File: config.mk
export PLATFORM = sky130hd
export DESIGN_NAME = bzof_ctrl
export DESIGN_NICKNAME = d
export VERILOG_FILES = /design/src/rtl/bzof_pkg.sv /design/src/rtl/bzof_ctrl.sv
export SDC_FILE = /design/constraint.sdc
export NUM_CORES = 1
export LEC_CHECK = 0
export CAP_MARGIN = 20
export CORE_MARGIN = 5
export CORE_UTILIZATION = 23
export CTS_BUF_LIST = sky130_fd_sc_hd__clkbuf_8
export CTS_CLUSTER_DIAMETER = 40
export DETAILED_ROUTE_END_ITERATION = 16
export DONT_BUFFER_PORTS = 1
export GPL_TIMING_DRIVEN = 0
export PLACE_DENSITY = 0.38
export SYNTH_ARGS = -nofsm -noshare
export SYNTH_HDL_FRONTEND = slang
export SYNTH_SLANG_ARGS = --single-unit
File: constraint.sdc
create_clock -name clk -period 1.3 [get_ports clk]
set_input_delay 0.13 -clock clk [delete_from_list [all_inputs] [get_ports clk]]
set_output_delay 0.13 -clock clk [all_outputs]
set_load 0.03 [all_outputs]
File: src/rtl/bzof_pkg.sv
`default_nettype none
// ----------------------------------------------------------------------------
// bzof_pkg
// Shared types and constants for the blind-zone obstacle fusion block.
// ----------------------------------------------------------------------------
package bzof_pkg;

  localparam int TABLE_LEN = 24;
  localparam logic signed [33:0] CORDIC_GAIN = 34'sd652032874;

  localparam logic [3:0] REG_X_MIN    = 4'd0;
  localparam logic [3:0] REG_X_MAX    = 4'd1;
  localparam logic [3:0] REG_Y_MIN    = 4'd2;
  localparam logic [3:0] REG_Y_MAX    = 4'd3;
  localparam logic [3:0] REG_FRONT    = 4'd4;
  localparam logic [3:0] REG_REAR     = 4'd5;
  localparam logic [3:0] REG_FRONT_TAN = 4'd6;
  localparam logic [3:0] REG_REAR_TAN = 4'd7;

  typedef struct packed {
    logic load_in;
    logic cordic_start;
    logic cordic_sel_cur;
    logic save_rot;
    logic save_cur;
    logic shift_x_step;
    logic shift_y_step;
    logic near_step;
    logic fx_step;
    logic fy_step;
    logic judge;
  } ctrl_t;

  typedef struct packed {
    logic cordic_done;
    logic is_point;
  } stat_t;

  function automatic logic signed [33:0] atan_entry(input logic [4:0] i);
    case (i)
      5'd0:  atan_entry = 34'sh20000000;
      5'd1:  atan_entry = 34'sh12E4051D;
      5'd2:  atan_entry = 34'sh09FB385B;
      5'd3:  atan_entry = 34'sh051111D4;
      5'd4:  atan_entry = 34'sh028B0D43;
      5'd5:  atan_entry = 34'sh0145D7E1;
      5'd6:  atan_entry = 34'sh00A2F61E;
      5'd7:  atan_entry = 34'sh00517C55;
      5'd8:  atan_entry = 34'sh0028BE53;
      5'd9:  atan_entry = 34'sh00145F2E;
      5'd10: atan_entry = 34'sh000A2F98;
      5'd11: atan_entry = 34'sh000517CC;
      5'd12: atan_entry = 34'sh00028BE6;
      5'd13: atan_entry = 34'sh000145F3;
      5'd14: atan_entry = 34'sh0000A2F9;
      5'd15: atan_entry = 34'sh0000517C;
      5'd16: atan_entry = 34'sh000028BE;
      5'd17: atan_entry = 34'sh0000145F;
      5'd18: atan_entry = 34'sh00000A2F;
      5'd19: atan_entry = 34'sh00000517;
      5'd20: atan_entry = 34'sh0000028B;
      5'd21: atan_entry = 34'sh00000145;
      5'd22: atan_entry = 34'sh000000A2;
      5'd23: atan_entry = 34'sh00000051;
      default: atan_entry = 34'sh0;
    endcase
  endfunction

  function automatic logic signed [15:0] sat16(input logic signed [35:0] v);
    if (v > 36'sd32767) sat16 = 16'sh7FFF;
    else if (v < -36'sd32768) sat16 = 16'sh8000;
    else sat16 = v[15:0];
  endfunction

endpackage
`default_nettype wire

File: src/rtl/bzof_ctrl.sv
`default_nettype none
// ----------------------------------------------------------------------------
// bzof_ctrl
// Sequencer for pose and point items and the output handshake.
// ----------------------------------------------------------------------------
module bzof_ctrl
  import bzof_pkg::*;
(
  input  wire logic clk,
  input  wire logic rst,
  input  wire logic in_valid,
  output logic      in_stall,
  output logic      out_valid,
  input  wire logic out_stall,
  input  wire stat_t stat,
  output ctrl_t     ctrl
);

  localparam logic [3:0] S_IDLE = 4'd0;
  localparam logic [3:0] S_DEC  = 4'd1;
  localparam logic [3:0] S_ROT  = 4'd2;
  localparam logic [3:0] S_CUR  = 4'd3;
  localparam logic [3:0] S_SX   = 4'd4;
  localparam logic [3:0] S_SY   = 4'd5;
  localparam logic [3:0] S_NEAR = 4'd6;
  localparam logic [3:0] S_FX   = 4'd7;
  localparam logic [3:0] S_FY   = 4'd8;
  localparam logic [3:0] S_JDG  = 4'd9;
  localparam logic [3:0] S_OUT  = 4'd10;

  logic [3:0] state, state_next;
  logic       accept;

  assign in_stall = (state != S_IDLE);
  assign accept = in_valid && !in_stall;
  assign out_valid = (state == S_OUT);

  always_comb begin
    ctrl = '0;
    state_next = state;
    case (state)
      S_IDLE: if (accept) begin ctrl.load_in = 1'b1; state_next = S_DEC; end
      S_DEC: begin
        if (stat.is_point) state_next = S_NEAR;
        else begin ctrl.cordic_start = 1'b1; state_next = S_ROT; end
      end
      S_ROT: if (stat.cordic_done) begin
        ctrl.save_rot = 1'b1; ctrl.cordic_start = 1'b1;
        ctrl.cordic_sel_cur = 1'b1; state_next = S_CUR;
      end
      S_CUR: if (stat.cordic_done) begin ctrl.save_cur = 1'b1; state_next = S_SX; end
      S_SX: begin ctrl.shift_x_step = 1'b1; state_next = S_SY; end
      S_SY: begin ctrl.shift_y_step = 1'b1; state_next = S_IDLE; end
      S_NEAR: begin ctrl.near_step = 1'b1; state_next = S_FX; end
      S_FX: begin ctrl.fx_step = 1'b1; state_next = S_FY; end
      S_FY: begin ctrl.fy_step = 1'b1; state_next = S_JDG; end
      S_JDG: begin ctrl.judge = 1'b1; state_next = S_OUT; end
      S_OUT: if (!out_stall) state_next = S_IDLE;
      default: state_next = S_IDLE;
    endcase
  end

  always_ff @(posedge clk) begin
    if (rst) state <= S_IDLE;
    else state <= state_next;
  end

  a_one_owner: assert property (@(posedge clk) disable iff (rst)
    !(out_valid && !in_stall)) else $error("output shown while idle");
  a_out_hold: assert property (@(posedge clk) disable iff (rst)
    out_valid && out_stall |=> out_valid) else $error("result dropped");
  a_accept_seq: assert property (@(posedge clk) disable iff (rst)
    accept |=> state == S_DEC) else $error("accept not sequenced");

endmodule
`default_nettype wire

## Yosys cells after proc, flatten, opt, wreduce, memory -nomap -nowiden

Cells that the tools add are included.

| cells by class | value |
|---|---|
| eq/ne operators | 14 |
| muxes and demuxes | 20 |
| reduce and logical (&&, ||, !) cells | 5 |

Operators by type and width:

| operator | count |
|---|---|
| 4-bit case mux with 10 select lines | 1 |
| 4-bit by 3-bit == test with 1-bit output, second input constant | 4 |
| 4-bit two-way mux | 4 |
| 4-bit == test, second input constant | 3 |
| 1-bit two-way mux | 11 |
| 4-bit by 2-bit == test with 1-bit output, second input constant | 2 |
| 2-bit inequality test, second input constant | 4 |
| 3-bit two-way mux | 2 |
| 4-bit by 1-bit == test with 1-bit output, second input constant | 1 |
| 4-bit logical NOT | 1 |
| 4-bit AND reduction | 1 |
| 4-bit nonzero test | 1 |
| 2-bit two-way mux | 1 |
| 1-bit case mux with 2 select lines | 1 |
| 1-bit logical AND | 1 |
| 1-bit logical NOT | 1 |

| word-level totals | value |
|---|---|
| register bits after elaboration | 4 |
| input bits | 6 |
| output and inout bits | 13 |
| logic and storage cells | 40 |

## Depth between registers and ports, before layout

| depth | value |
|---|---|
| word-level depth | 5 |
| mapped depth | 4 |
| gate-level depth less buffers | 3 |

## Least setup slack after synthesis

OpenSTA, ideal clock, no wires.

| timing | value |
|---|---|
| path type | register -> output |
| start | reg state[3] |
| end | out ctrl[8] in the netlist's numbering |
| arrival | 1.623 ns |
| required time | 1.170 ns |
| path slack | -0.453 ns |
| stages on the path, launching flop included | 5 |
| path buffers | 2 |
| cells stage by stage | dfxtp_1 > buf_4 > nand3b_1 > nor3_1 > buf_4 |

RTL lines:

| what | RTL line | text |
|---|---|---|
| from (decl) | bzof_ctrl.sv:31 | `logic [3:0] state, state_next;` |
| from (signal assigned) | bzof_ctrl.sv:65 | `else state <= state_next;` |
| to (decl) | bzof_ctrl.sv:16 | `output ctrl_t ctrl` |

==> out/summary.md <==
The flow ran to the end, but the final reports show violations. The final reports fail on setup timing. The tools report the number of unique standard cell types used by synthesis as 22.

In this run the worst setup path begins at state[0]. The net count after synthesis is 56, and the time the final worst path needs with I/O delays and setup is 1.532 ns. In the final routed layout, each cell accounts on average for 15.62 µm. In the final timing run, aggregate negative setup slack is -1.042 ns.

The antenna diode count was 0. The leakage power was 0.2342 nW. The worst-case IR drop observed on VDD is 0.001219 V. The tools report the total clock buffers created by CTS as 3.

The worst hold path belongs to the class input port to flip-flop. Number of instances in the placed design: 66. The post-detailed-placement half-perimeter wirelength is 784.5 µm. The ratio of cells with drive above 1 in the final layout was 0.6000. The maximum fanout along the worst path was 5. The clock input transition at the sequential cells of the worst setup and hold paths came out at 0.03 ns.

TritonCTS built the clock tree. The tools report the relative max-transition margin as 0.6296. Buffer depth of the longest clock path: 2. The number of H-tree levels was 1. The total area inside the core boundary comes to 1506 µm². The total global routing track utilization was 0.1023; the number of nets in the layout was 68. The largest registers in the layout are state: 4 flops. Largest register by flop count: state. At the worst endpoint, the arrival time is 1.40 ns. The register with the most flip-flops in the layout has 4 of them. The congestion estimate from routability-driven global placement came to 0.6359. The tools report the detailed-route DRC error count as 0. At the later pin of the worst-skew pair, clock insertion delay measures 0.21 ns. Setup violations remaining at the end of the flow were counted as 11. For the cell count after synthesis, the log shows 50.

The starting density of the core was 0.2434; the overall routed net length was 1.187 mm. Prior to clock tree synthesis, the placed netlist has a worst setup slack of -0.2804 ns. The first routing iteration left 7 violations.

Summing every instance area after synthesis gives 366.6 µm². At the pin with the least slew margin, the transition time is 0.5535 ns. In the routed layout, each cell is associated on average with a via count of 5.421. Kind of start point of the critical path: a flip-flop. After global routing the overflow that remains totals 0. Setup repair after global routing could not meet its margin everywhere. For this run, the number of Yosys warnings is 0. 19 I/O pins were placed. The final setup skew was 0.001351 ns. The launch point of the worst hold path is rst. The tools report the number of global-route vias before repair as 385. The tools report the wire length of the first global-routing pass as 1.904 mm.

Total via count after detailed routing: 412. Static timing analysis puts the maximum clock frequency at 0.6527 GHz. The total of buffers placed on input and output ports was 0.

The logs give 0 for the antenna violation net count after detailed routing and 0 for the number of pins with negative max-slew slack in the final report. Power spread over the standard cell area amounts to 1946 nW/µm². For the total power of the final layout, the log shows 1.276 mW. The share of the clock period used by the worst path is 1.179. Leaving out filler cells and counting taps, the final layout contains 76. The area growth from synthesis to final layout came out at 78.84%. The die covers 2493 µm². The utilization after layout was 0.4352; the die extent in y was 49.93 µm. The pre-antenna-repair detailed-routing pass consisted of 2 iterations.

The final-report hold violation count was 0; the number of rows created at floorplan was 14. For the worst setup path, the data required time is 1.17 ns. The flip-flop and latch count after synthesis was 4; the initial antenna violation count was 0. In this run the register-to-register setup slack is -0.04 ns. STA classifies the critical path endpoint as an output pin.

For the number of maximum-capacitance violations, the log shows 0. The run gives -0.2321 ns as the final setup slack of the worst path. The average size of a mapped cell is 7.332 µm², and the sequential area share after synthesis is 0.2184. The worst setup path is of the flip-flop to output pin kind. The width of the die came out at 49.93 µm. The cell sitting at the root of the clock tree is a clkbuf_8. Entering global routing, the biggest net connects 11 pins. Clock tree synthesis found a total of 4 sinks. The startpoint of the lowest-slack register-to-register path was state[0].
path summary, 6_finish.rpt:
path,end,cells past startpoint
worst max register to register,state[1],2
worst min-delay path,state[1],2
worst max-delay path,ctrl[10],2
worst min register to register,state[0],4
logic make-up after synthesis:
kind of cell / after synthesis / synth area share
AO/OA/AOI/OAI: 9 / 0.1843
flip-flops: 4 / 0.2184
buffers and inverters: 7 / 0.1229
AND/OR/NAND/NOR: 30 / 0.4745
repair_timing:
item,in CTS,in global routing
gates resized for setup,27,7
setup endpoints to repair,15,15
pin swaps,6,5
hold buffers,1,0
setup buffers,5,1
hold endpoints to repair,1,0
layout make-up:
| class | instances | area, µm² |
|---|---|---|
| fill | 159 | 850.8 |
| multi-input combinational | 39 | 381.6 |
| sequential | 4 | 90.09 |
| buffer | 5 | 60.06 |
| timing repair buffer | 7 | 55.05 |
| clock buffer | 3 | 41.29 |
| tap | 16 | 20.02 |
| inverter | 2 | 7.507 |
power by group:
group	internal [mW]	switching (mW)
sequential	0.170	0.0445
combinational	0.331	0.474
clock	0.197	0.0587
total	0.698	0.578
critical path, stage by stage (launching register included):
cell     delay (ns)
dfxtp_4        0.35
or4_4          0.61
nor2_4         0.22
cell usage in the layout (no fill, tap or decap), types with 2 or more instances in the layout:
cell	instances
nand2b_4	3
buf_6	4
dfxtp_4	2
nor2_4	4
clkbuf_8	3
inv_1	2
nand2b_1	3
buf_4	6
nor2_1	3
nor3_4	6
nand2_1	2
o21ai_1	2
dfxtp_2	2
synthesized netlist by cell type:
library cell  number  area [µm²]
nor2_1             7       26.28
nand2b_1           6       37.54
nor3_1             6       30.03
buf_4              5       37.54
dfxtp_1            4       80.08
nand2_1            3       11.26
a21oi_1            2       10.01
inv_1              2       7.510
o21ai_1            2       10.01
a211oi_2           1       12.51
and3b_1            1       8.760
nand3b_1           1       7.510
nor4b_1            1       8.760
o21ai_0            1       5.000
o21ba_1            1       10.01
o221a_1            1       11.26
o221ai_1           1       8.760
or2b_1             1       7.510
or3_1              1       6.260
or4_1              1       7.510
or4_4              1       11.26
or4bb_1            1       11.26
through the flow:
step                      cell area, µm²  hold slack, ns
after floorplan                    394.1          0.2093
after global placement             414.1          0.2123
after detailed placement           414.1          0.2163
after CTS                          616.8         0.06375
after global routing               655.6         0.06740
final                              655.6         0.06933
per-layer routing:
layer	GRT usage	routed length, µm	part of all wire
met2	0.1292	519	0.44
met3	0.07229	120	0.10
met4	0.03930	12	0.010
met5	0	0	0
met1	0.1308	534	0.45
No activity file was read; power rests on OpenSTA's default activity.
